===== src/rtl/rgbpal_pkg.sv =====
`timescale 1ns / 1ps
`default_nettype none

package rgbpal_pkg;

    localparam int PIX_W   = 16;
    localparam int COLOR_W = 15;
    localparam int INDEX_W = 9;

    localparam logic [2:0] MODE_ADAPT255 = 3'd0;
    localparam logic [2:0] MODE_ADAPT223 = 3'd1;
    localparam logic [2:0] MODE_FIX15    = 3'd2;
    localparam logic [2:0] MODE_GRAY32   = 3'd3;
    localparam logic [2:0] MODE_GRAY15   = 3'd4;

    localparam logic REG_MODE   = 1'b0;
    localparam logic REG_OFFSET = 1'b1;

    localparam logic [4:0] CLS_LO  = 5'd11;
    localparam logic [4:0] CLS_HI  = 5'd20;
    localparam logic [4:0] CLS_MID = 5'd15;

    localparam logic [4:0] CHAN_MIN = 5'd6;
    localparam logic [4:0] CHAN_MAX = 5'd30;

    typedef struct packed {
        logic [INDEX_W-1:0] idx;
        logic               nw;
        logic [7:0]         slot;
        logic [COLOR_W-1:0] color;
        logic               ovf;
    } t_result;

    // round up to a multiple of 4, then clamp
    function automatic logic [4:0] chan_reduce(input logic [4:0] c);
        logic [5:0] t;
        t = (c[1:0] != 2'b00) ? ({1'b0, c[4:2], 2'b00} + 6'd4) : {1'b0, c};
        if (t < {1'b0, CHAN_MIN}) t = {1'b0, CHAN_MIN};
        if (t > {1'b0, CHAN_MAX}) t = {1'b0, CHAN_MAX};
        return t[4:0];
    endfunction

    function automatic logic [3:0] classify15(input logic [4:0] r,
                                              input logic [4:0] g,
                                              input logic [4:0] b);
        if (r <= CLS_LO && g < CLS_LO && b < CLS_LO) return 4'd1;
        if (r >= CLS_HI && g >= CLS_HI && b >= CLS_HI) return 4'd2;
        if (r >= CLS_HI && g >= CLS_HI) return (b >= CLS_MID) ? 4'd2 : 4'd7;
        if (r >= CLS_HI && b >= CLS_HI) return (g >= CLS_MID) ? 4'd2 : 4'd8;
        if (g >= CLS_HI && b >= CLS_HI) return (r >= CLS_MID) ? 4'd2 : 4'd9;
        if (r >= CLS_HI) begin
            if (g > CLS_LO && b > CLS_LO) return (g < b) ? 4'd8 : 4'd7;
            if (g > CLS_LO) return 4'd10;
            if (b > CLS_LO) return 4'd13;
            return 4'd4;
        end
        if (g >= CLS_HI) begin
            if (r > CLS_LO && b > CLS_LO) return (r < b) ? 4'd9 : 4'd7;
            if (r > CLS_LO) return 4'd11;
            if (b > CLS_LO) return 4'd14;
            return 4'd5;
        end
        if (b >= CLS_HI) begin
            if (r > CLS_LO && g > CLS_LO) return (r < g) ? 4'd9 : 4'd8;
            if (g > CLS_LO) return 4'd12;
            if (r > CLS_LO) return 4'd15;
            return 4'd6;
        end
        return 4'd3;
    endfunction

endpackage

`default_nettype wire


===== src/rtl/rgbpal_regs.sv =====
`timescale 1ns / 1ps
`default_nettype none

module rgbpal_regs (
    input  wire logic        i_clk,
    input  wire logic        i_rst_n,
    input  wire logic        psel,
    input  wire logic        penable,
    input  wire logic        pwrite,
    input  wire logic [2:0]  paddr,
    input  wire logic [31:0] pwdata,
    output logic      [31:0] prdata,
    output logic             pready,
    output logic      [2:0]  o_mode,
    output logic      [7:0]  o_offset
);
    import rgbpal_pkg::*;

    logic [2:0] r_mode;
    logic [7:0] r_offset;
    logic       w_wr;
    logic       w_sel;

    assign pready = 1'b1;
    assign w_wr   = psel && penable && pwrite;
    assign w_sel  = paddr[2];

    always_ff @(posedge i_clk) begin
        if (!i_rst_n) begin
            r_mode   <= MODE_ADAPT255;
            r_offset <= 8'd0;
        end else if (w_wr) begin
            unique case (w_sel)
                REG_MODE:   r_mode   <= pwdata[2:0];
                REG_OFFSET: r_offset <= pwdata[7:0];
            endcase
        end
    end

    always_comb begin
        unique case (w_sel)
            REG_MODE:   prdata = {29'd0, r_mode};
            REG_OFFSET: prdata = {24'd0, r_offset};
        endcase
    end

    assign o_mode   = r_mode;
    assign o_offset = r_offset;

endmodule

`default_nettype wire


===== src/rtl/rgbpal_ram.sv =====
`timescale 1ns / 1ps
`default_nettype none

// one write port, one registered read port
// a write lands at the end of an item, before the next item issues its first
// read, so no forwarding path is needed
module rgbpal_ram #(
    parameter int DEPTH = 256,
    parameter int AW    = 8
) (
    input  wire logic                           i_clk,
    input  wire logic                           i_we,
    input  wire logic [AW-1:0]                  i_waddr,
    input  wire logic [rgbpal_pkg::COLOR_W-1:0] i_wdata,
    input  wire logic [AW-1:0]                  i_raddr,
    output logic      [rgbpal_pkg::COLOR_W-1:0] o_rdata
);
    import rgbpal_pkg::*;

    logic [COLOR_W-1:0] r_mem [DEPTH];

    always_ff @(posedge i_clk) begin
        if (i_we) begin
            r_mem[i_waddr] <= i_wdata;
        end
    end

    always_ff @(posedge i_clk) begin
        o_rdata <= r_mem[i_raddr];
    end

endmodule

`default_nettype wire


===== src/rtl/rgbpal_map.sv =====
`timescale 1ns / 1ps
`default_nettype none

module rgbpal_map (
    input  wire logic [rgbpal_pkg::PIX_W-1:0]   i_pixel,
    input  wire logic [2:0]                     i_mode,
    input  wire logic [7:0]                     i_offset,
    output logic      [rgbpal_pkg::INDEX_W-1:0] o_index
);
    import rgbpal_pkg::*;

    logic [4:0]  w_r, w_g, w_b;
    logic [6:0]  w_sum;
    logic [13:0] w_prod;
    logic [4:0]  w_avg;
    logic [7:0]  w_base;

    assign w_r    = i_pixel[4:0];
    assign w_g    = i_pixel[9:5];
    assign w_b    = i_pixel[14:10];
    assign w_sum  = {2'b00, w_r} + {2'b00, w_g} + {2'b00, w_b};
    // divide by 3 via reciprocal, exact for every reachable sum (at most 93)
    assign w_prod = {7'd0, w_sum} * 14'd171;
    assign w_avg  = w_prod[13:9];

    always_comb begin
        w_base = 8'd0;
        if (!i_pixel[15]) begin
            unique case (i_mode)
                MODE_FIX15:  w_base = {4'd0, classify15(w_r, w_g, w_b)};
                MODE_GRAY32: w_base = {3'd0, w_avg} + 8'd1;
                MODE_GRAY15: w_base = (w_avg[4:1] == 4'd0) ? 8'd1 : {4'd0, w_avg[4:1]};
                default:     w_base = 8'd0;
            endcase
        end
    end

    assign o_index = {1'b0, w_base} + {1'b0, i_offset};

endmodule

`default_nettype wire


===== src/rtl/rgb555_palette_color_reducer.sv =====
`timescale 1ns / 1ps
`default_nettype none

// channel  | valid        | stall        | payload
// ---------+--------------+--------------+------------------------------------------
// in       | i_in_valid   | o_in_stall   | i_pixel, i_first_of_image
// out      | o_out_valid  | i_out_stall  | o_pixel_index, o_new_entry, o_entry_slot,
//          |              |              | o_entry_color, o_overflow
// config   | psel/penable | pready       | paddr, pwdata, prdata
//
// Fixed, gray and transparent beats skip the search; one beat is handled at a time.
// Adaptive beats: slots 1..used compared up to a hit, else (or if empty) a miss;
// used = entries in play (up to 254); one compare per cycle.
// Reset clears the fill count and control; the palette memory is not cleared.
// A finished result sits in the output register while the next beat is taken;
// a full output register holds the following result until the stall drops.
module rgb555_palette_color_reducer #(
    parameter int PALETTE_DEPTH = 256
) (
    input  wire logic        i_clk,
    input  wire logic        i_rst_n,
    input  wire logic        psel,
    input  wire logic        penable,
    input  wire logic        pwrite,
    input  wire logic [2:0]  paddr,
    input  wire logic [31:0] pwdata,
    output logic      [31:0] prdata,
    output logic             pready,
    input  wire logic        i_in_valid,
    output logic             o_in_stall,
    input  wire logic [15:0] i_pixel,
    input  wire logic        i_first_of_image,
    output logic             o_out_valid,
    input  wire logic        i_out_stall,
    output logic      [8:0]  o_pixel_index,
    output logic             o_new_entry,
    output logic      [7:0]  o_entry_slot,
    output logic      [14:0] o_entry_color,
    output logic             o_overflow
);
    import rgbpal_pkg::*;

    localparam int AW    = $clog2(PALETTE_DEPTH);
    localparam int LIM_A = (255 > PALETTE_DEPTH - 1) ? PALETTE_DEPTH - 1 : 255;
    localparam int LIM_B = (223 > PALETTE_DEPTH - 1) ? PALETTE_DEPTH - 1 : 223;

    localparam logic [1:0] S_IDLE   = 2'd0;
    localparam logic [1:0] S_SEARCH = 2'd1;
    localparam logic [1:0] S_MISS   = 2'd2;
    localparam logic [1:0] S_FIN    = 2'd3;

    logic [2:0]         w_mode;
    logic [7:0]         w_offset;
    logic [INDEX_W-1:0] w_map_idx;

    logic [1:0]         r_state;
    logic [7:0]         r_fill;
    logic               r_cv;
    logic               r_out_valid;
    logic [COLOR_W-1:0] r_pd;
    logic [7:0]         r_used;
    logic [7:0]         r_t;
    logic [7:0]         r_ct;
    t_result            r_res;
    t_result            r_out;

    logic               w_accept;
    logic [7:0]         w_fill_eff;
    logic [7:0]         w_limit;
    logic [7:0]         w_lim_m1;
    logic [7:0]         w_used;
    logic               w_adapt;
    logic [COLOR_W-1:0] w_pd;
    logic [COLOR_W-1:0] w_rdata;
    logic               w_hit;
    logic               w_alloc;
    logic [7:0]         w_slot;
    logic               w_load;

    rgbpal_regs u_regs (
        .i_clk    (i_clk),
        .i_rst_n  (i_rst_n),
        .psel     (psel),
        .penable  (penable),
        .pwrite   (pwrite),
        .paddr    (paddr),
        .pwdata   (pwdata),
        .prdata   (prdata),
        .pready   (pready),
        .o_mode   (w_mode),
        .o_offset (w_offset)
    );

    rgbpal_map u_map (
        .i_pixel  (i_pixel),
        .i_mode   (w_mode),
        .i_offset (w_offset),
        .o_index  (w_map_idx)
    );

    rgbpal_ram #(
        .DEPTH (PALETTE_DEPTH),
        .AW    (AW)
    ) u_ram (
        .i_clk   (i_clk),
        .i_we    (w_alloc),
        .i_waddr (w_slot[AW-1:0]),
        .i_wdata (r_pd),
        .i_raddr (r_t[AW-1:0]),
        .o_rdata (w_rdata)
    );

    assign o_in_stall = (r_state != S_IDLE);
    assign w_accept   = i_in_valid && !o_in_stall;
    assign w_fill_eff = i_first_of_image ? 8'd0 : r_fill;
    assign w_limit    = (w_mode == MODE_ADAPT255) ? LIM_A[7:0] : LIM_B[7:0];
    assign w_lim_m1   = w_limit - 8'd1;
    assign w_used     = (w_fill_eff > w_lim_m1) ? w_lim_m1 : w_fill_eff;
    assign w_adapt    = !i_pixel[15]
                        && (w_mode == MODE_ADAPT255 || w_mode == MODE_ADAPT223);
    assign w_pd       = {chan_reduce(i_pixel[14:10]), chan_reduce(i_pixel[9:5]),
                         chan_reduce(i_pixel[4:0])};
    assign w_hit      = r_cv && (w_rdata == r_pd);
    assign w_alloc    = (r_state == S_MISS) && (r_used < w_lim_m1);
    assign w_slot     = r_used + 8'd1;
    assign w_load     = (r_state == S_FIN) && (!r_out_valid || !i_out_stall);

    always_ff @(posedge i_clk) begin
        if (!i_rst_n) begin
            r_state     <= S_IDLE;
            r_fill      <= 8'd0;
            r_cv        <= 1'b0;
            r_out_valid <= 1'b0;
        end else begin
            if (w_load) begin
                r_out       <= r_res;
                r_out_valid <= 1'b1;
            end else if (!i_out_stall) begin
                r_out_valid <= 1'b0;
            end

            unique case (r_state)
                S_IDLE: begin
                    if (w_accept) begin
                        if (i_first_of_image) begin
                            r_fill <= 8'd0;
                        end
                        r_pd   <= w_pd;
                        r_used <= w_used;
                        r_t    <= 8'd1;
                        r_cv   <= 1'b0;
                        if (w_adapt) begin
                            r_state <= (w_used == 8'd0) ? S_MISS : S_SEARCH;
                        end else begin
                            r_res   <= '{w_map_idx, 1'b0, 8'd0, {COLOR_W{1'b0}}, 1'b0};
                            r_state <= S_FIN;
                        end
                    end
                end
                S_SEARCH: begin
                    r_ct <= r_t;
                    r_t  <= r_t + 8'd1;
                    if (w_hit) begin
                        r_res   <= '{{1'b0, r_ct} + {1'b0, w_offset}, 1'b0, 8'd0,
                                     {COLOR_W{1'b0}}, 1'b0};
                        r_cv    <= 1'b0;
                        r_state <= S_FIN;
                    end else if (r_cv && r_ct == r_used) begin
                        r_cv    <= 1'b0;
                        r_state <= S_MISS;
                    end else begin
                        r_cv <= (r_t <= r_used);
                    end
                end
                S_MISS: begin
                    if (w_alloc) begin
                        r_fill <= w_slot;
                        r_res  <= '{{1'b0, w_slot} + {1'b0, w_offset}, 1'b1, w_slot,
                                    r_pd, 1'b0};
                    end else begin
                        r_res <= '{{1'b0, w_limit}, 1'b0, 8'd0, {COLOR_W{1'b0}}, 1'b1};
                    end
                    r_state <= S_FIN;
                end
                S_FIN: begin
                    if (w_load) begin
                        r_state <= S_IDLE;
                    end
                end
            endcase
        end
    end

    assign o_out_valid   = r_out_valid;
    assign o_pixel_index = r_out.idx;
    assign o_new_entry   = r_out.nw;
    assign o_entry_slot  = r_out.slot;
    assign o_entry_color = r_out.color;
    assign o_overflow    = r_out.ovf;

    a_nw_ovf_excl: assert property (@(posedge i_clk) disable iff (!i_rst_n)
        o_out_valid |-> !(o_new_entry && o_overflow))
        else $error("new entry and overflow both set");

    a_fill_bound: assert property (@(posedge i_clk) disable iff (!i_rst_n)
        r_fill <= PALETTE_DEPTH - 1)
        else $error("fill count beyond palette");

    a_cmp_range: assert property (@(posedge i_clk) disable iff (!i_rst_n)
        r_cv |-> (r_ct != 8'd0 && r_ct <= r_used && r_state == S_SEARCH))
        else $error("compare outside used slots");

    a_alloc_fill: assert property (@(posedge i_clk) disable iff (!i_rst_n)
        w_alloc |=> (r_fill == r_res.slot && r_res.nw))
        else $error("fill count does not track new slot");

endmodule

`default_nettype wire


===== config.mk =====
export PLATFORM = sky130hd
export DESIGN_NAME = rgb555_palette_color_reducer
export DESIGN_NICKNAME = d
export VERILOG_FILES = /design/src/rtl/rgbpal_pkg.sv /design/src/rtl/rgbpal_regs.sv /design/src/rtl/rgbpal_ram.sv /design/src/rtl/rgbpal_map.sv /design/src/rtl/rgb555_palette_color_reducer.sv
export SDC_FILE = /design/constraint.sdc
export NUM_CORES = 2
export LEC_CHECK = 0
export BUFFER_PORTS_ARGS = -buffer_cell sky130_fd_sc_hd__buf_2
export CORE_ASPECT_RATIO = 0.5
export CORE_MARGIN = 4
export CORE_UTILIZATION = 63
export DETAILED_ROUTE_END_ITERATION = 12
export PLACE_DENSITY_LB_ADDON = 0.12
export SYNTH_ARGS = -nofsm -noshare
export SYNTH_HDL_FRONTEND = slang
export SYNTH_SLANG_ARGS = --single-unit

===== constraint.sdc =====
create_clock -name i_clk -period 9.4 [get_ports i_clk]
set_clock_uncertainty 0.2 [all_clocks]
set_input_delay 0.47 -clock i_clk [delete_from_list [all_inputs] [get_ports i_clk]]
set_output_delay 0.47 -clock i_clk [all_outputs]
set_load 0.01 [all_outputs]

==> metrics.txt <==
# TYPE chip_impl_metric gauge
chip_impl_info{name="worst_hold_path.endpoint",value="r_pd[13]"} 1
chip_impl_metric{name="ys_seq_elements",unit=""} 3985
chip_impl_metric{name="grt_antenna_before_repair",unit=""} 18
chip_impl_metric{name="first_global_vias",unit=""} 75800
chip_impl_metric{name="worst-slew-pin-transition",unit="ns"} 1.54
chip_impl_info{name="cp-start-kind",value="input port"} 1
chip_impl_metric{name="fmax",unit="GHz"} 0.122
chip_impl_metric{name="area_of_the_multi_input_gates",unit="sq um"} 34800
chip_impl_metric{name="critical_path_fanout_max",unit=""} 13
chip_impl_metric{name="async_reset_ff_share",unit="%"} 0
chip_impl_info{name="violations",value="max-slew violations"} 1
chip_impl_info{name="critical_path.reg2reg.endpoint",value="u_ram.o_rdata[1]"} 1
chip_impl_metric{name="yosysUniqueCellTypes",unit=""} 68
chip_impl_info{name="grt_setup_unrepaired",value="no"} 1
chip_impl_info{name="setup.worst_path.class",value="input port to flip-flop"} 1
chip_impl_info{name="tritoncts",value="yes"} 1
chip_impl_metric{name="layout.nets",unit=""} 7459
chip_impl_metric{name="place_area",unit="sq um"} 162000
chip_impl_metric{name="detailroute.via_count",unit=""} 76500
chip_impl_metric{name="fillCellCount",unit=""} 14000
chip_impl_metric{name="hold_depth",unit=""} 3
chip_impl_metric{name="post-route-min-period",unit="ns"} 8.22
chip_impl_metric{name="detail_route.vias_per_cell",unit=""} 7.09
chip_impl_info{name="status",value="finished, violations left"} 1
chip_impl_metric{name="slew_limit_fails",unit=""} 44
chip_impl_metric{name="sequential_cell_area",unit="sq um"} 119000
chip_impl_metric{name="r2r_setup_slack",unit="ns"} 3.45
chip_impl_info{name="ctsRootBufferMaster",value="clkbuf_16"} 1
chip_impl_metric{name="fin_tns_setup",unit="ns"} 0
chip_impl_metric{name="maximum_number_of_pins_on_one_net_before_global_route_repair",unit=""} 251
chip_impl_metric{name="detail_route.wirelength",unit="microns"} 392000
chip_impl_metric{name="tritoncts_num_sinks",unit=""} 3985
chip_impl_metric{name="core_area",unit="sq um"} 245000
chip_impl_metric{name="clk_latency_worst_skew_pair",unit="ns"} 0.89
chip_impl_info{name="most_numerous_cell_on_the_critical_path",value="ha_1"} 1
chip_impl_metric{name="ioPinCount",unit=""} 128
chip_impl_metric{name="clk_path_buf_depth",unit=""} 4
chip_impl_metric{name="cp_slowest_stage_delay",unit="ns"} 0.53
chip_impl_metric{name="cts_made_buffers",unit=""} 332
chip_impl_metric{name="setup-violations-final",unit=""} 0
chip_impl_metric{name="critical_path_required",unit="ns"} 9.83
chip_impl_metric{name="layout-drive-gt1-share",unit="%"} 28.7
chip_impl_metric{name="post_cts.repair.setup_buffers",unit=""} 0
chip_impl_metric{name="cts_resized",unit=""} 0
chip_impl_metric{name="die_area",unit="sq um"} 256000
chip_impl_metric{name="finalCritPeriodShare",unit="%"} 87.5
chip_impl_info{name="crit_path_top_delay_cell",value="or4b_1"} 1
chip_impl_info{name="min-delay-start",value="i_pixel[11]"} 1
chip_impl_metric{name="synth-seq-area-share",unit="%"} 76.5
chip_impl_info{name="endpoint_kind",value="flip-flop"} 1
chip_impl_metric{name="power_density",unit="nW/um^2"} 231
chip_impl_metric{name="cellLeakagePower",unit="uW"} 0.0548
chip_impl_info{name="synth_ff_type",value="edfxtp_1"} 1
chip_impl_metric{name="drc",unit=""} 0
chip_impl_metric{name="finalHoldViolations",unit=""} 0
chip_impl_metric{name="initial_core_utilization",unit="%"} 63.7
chip_impl_metric{name="dp.final_hpwl",unit="microns"} 224000
chip_impl_metric{name="synth_enable_flop_cells",unit=""} 3947
chip_impl_metric{name="dieWidth",unit="microns"} 712
chip_impl_metric{name="synth.yosys.warnings",unit=""} 0
chip_impl_metric{name="clk_pin_slew",unit="ns"} 0.06
chip_impl_metric{name="grt_pass1_wl",unit="microns"} 564000
chip_impl_metric{name="grt_util_all_layers",unit="%"} 30.9
chip_impl_metric{name="syn-instance-count",unit=""} 6827
chip_impl_metric{name="die_height",unit="microns"} 360
chip_impl_info{name="min_path_type",value="input port to flip-flop"} 1
chip_impl_metric{name="maxCapViolations",unit=""} 0
chip_impl_metric{name="slew_headroom",unit="%"} -2.54
chip_impl_metric{name="worst_r2r_path_depth",unit=""} 9
chip_impl_metric{name="area_growth",unit="%"} 11.0
chip_impl_metric{name="globalRouteOverflowTotal",unit=""} 0
chip_impl_info{name="worst_r2r_startpoint",value="r_t[0]"} 1
chip_impl_metric{name="synthesized_area_divided_by_synthesized_cell_count",unit="sq um"} 22.8
chip_impl_metric{name="fp-row-count",unit=""} 128
chip_impl_metric{name="cts_hold_buffers",unit=""} 43
chip_impl_metric{name="mappedNetlistArea",unit="sq um"} 156000
chip_impl_metric{name="io_buffers",unit=""} 76
chip_impl_metric{name="drtPass1Iterations",unit=""} 6
chip_impl_metric{name="wirelength_per_cell",unit="microns"} 36.3
chip_impl_metric{name="critPathArrivalTime",unit="ns"} 8.65
chip_impl_metric{name="cts_htree_levels",unit=""} 5
chip_impl_metric{name="gp_congestion",unit=""} 0.856
chip_impl_metric{name="final_antenna_net_count",unit=""} 0
chip_impl_metric{name="drt_iter0_markers",unit=""} 12000
chip_impl_metric{name="layout.cell_area.non_filler",unit="sq um"} 173000
chip_impl_metric{name="maximum_vdd_drop",unit="uV"} 219
## synthesized netlist by cell type (5+ instances only)
library cell	number	area (sq um)
buf_2	100	500
o221ai_1	9	78.8
buf_1	27	101
nand2_1	103	387
nand2b_1	8	50.1
a22o_1	12	105
ha_1	103	1290
mux2_2	8	90.1
fa_1	13	260
o21bai_1	10	75.1
mux4_2	1183	26600
clkbuf_1	183	687
xor2_1	15	131
nor2_1	332	1250
o31ai_1	6	45.0
a21boi_0	12	90.1
o211ai_1	5	37.5
a221oi_1	13	114
mux2i_1	73	731
a211oi_1	11	82.6
nor3_1	25	125
o22ai_1	26	163
dfxtp_1	38	761
xnor2_1	52	455
a21oi_1	68	340
buf_6	8	90.1
o21a_1	12	90.1
nor2b_1	33	206
inv_1	80	300
a211o_1	7	61.3
or3_1	5	31.3
and2_1	34	213
nor4_1	9	56.3
a22oi_1	49	368
a21o_1	10	75.1
a31oi_1	10	62.6
o21ai_0	56	280
nand3_1	21	105
edfxtp_1	3947	119000
nand4_1	8	50.1
buf_4	62	465
## per-stage QoR
stage          hold WS (ns)  total power, uW  setup slack, ns  cells  util [%]
2_1_floorplan         0.200            24200             1.21   6853         -
3_3_place_gp          0.203            26100            0.784  10200      66.1
3_5_place_dp          0.205            26200            0.836  10200      66.1
4_1_cts             0.00560            40000             1.27  10800      70.7
5_1_grt              0.0649            41200            0.617  10800      70.7
6_report             0.0463            39900             1.18  10800      70.7
## worst max-delay path, delay by kind of cell
kind,cells,cell delay [ns]
AOI/OAI and AO/OA,13,2.50
xor gates and xnor gates,2,0.35
adders and majority gates,8,2.75
buffers and inverters,7,1.14
and+or+nand+nor,6,1.43
## per-layer routing
| layer | part of all wire (%) | routed length (microns) | up-vias | global-route usage (%) |
|---|---|---|---|---|
| met5 | 0.019 | 73 | - | 0 |
| met4 | 2.7 | 10400 | 12 | 7.73 |
| met3 | 14 | 55300 | 697 | 9.83 |
| met2 | 45 | 178000 | 5351 | 45.0 |
| met1 | 38 | 148000 | 40800 | 46.7 |
| li1 | - | - | 29700 | - |
## cells in the final DEF, fill, tap and decap left out, types with 11 or more instances in the layout
cell type / n
a211oi_1: 11
a21boi_0: 12
a21oi_1: 67
a221oi_1: 13
a22o_1: 12
a22oi_1: 49
and2_1: 33
buf_12: 24
buf_2: 76
buf_4: 333
bufinv_16: 41
clkbuf_1: 57
clkbuf_16: 341
clkinv_1: 65
clkinv_2: 55
clkinvlp_4: 17
conb_1: 28
dfxtp_1: 38
diode_2: 11
dlygate4sd3_1: 43
edfxtp_1: 3947
fa_1: 13
ha_1: 103
inv_1: 80
mux2i_1: 73
mux4_2: 1183
nand2_1: 87
nand2_2: 16
nand3_1: 21
nor2_1: 288
nor2_2: 43
nor2b_1: 31
nor3_1: 25
o21a_1: 12
o21ai_0: 56
o22ai_1: 26
xnor2_1: 52
xor2_1: 15
## worst max path at each step
stage / start / endpoint / depth (start not counted)
after global routing: i_pixel[7] / r_res[33] / 38
after detailed placement: i_pixel[0] / r_res[33] / 33
after global placement: i_pixel[0] / r_res[33] / 35
after CTS: i_pixel[7] / r_res[33] / 36
after floorplan: r_pd[3] / r_res[0] / 5
final: i_pixel[7] / r_res[33] / 36
## sequential cells by signal, summed over array words and instances, names as in the netlist, 9 cells and up
signal,flops
u_ram.r_mem,3840
r_res,34
o_entry_color,15
r_pd,15
u_ram.o_rdata,15
o_pixel_index,9
## where the power goes
group / internal, uW / switching (uW) / leakage, uW
clock: 7810 / 6230 / 0.00526
sequential: 20000 / 128 / 0.0358
combinational: 2220 / 3550 / 0.0137
## layout make-up
class	count	area share, %
antenna	11	0.0159
clock buffer	401	5.08
clock inverter	191	1.17
inverter	80	0.174
multi-input combinational	2408	20.1
sequential	3985	68.9
tap	3250	2.35
timing repair buffer	477	2.21
## kinds of logic after synthesis
group | Yosys count | synth area share (%)
AO/OA/AOI/OAI | 335 | 1.44
XOR/XNOR | 67 | 0.376
adder cells (fa/ha/maj) | 116 | 0.994
buffers and inverters | 460 | 1.38
flip-flops | 3985 | 76.5
multiplexers | 1264 | 17.6
other | 2 | 0.00482
AND/OR/NAND/NOR | 598 | 1.68
Note: power is estimated with default switching activity, not from simulation.
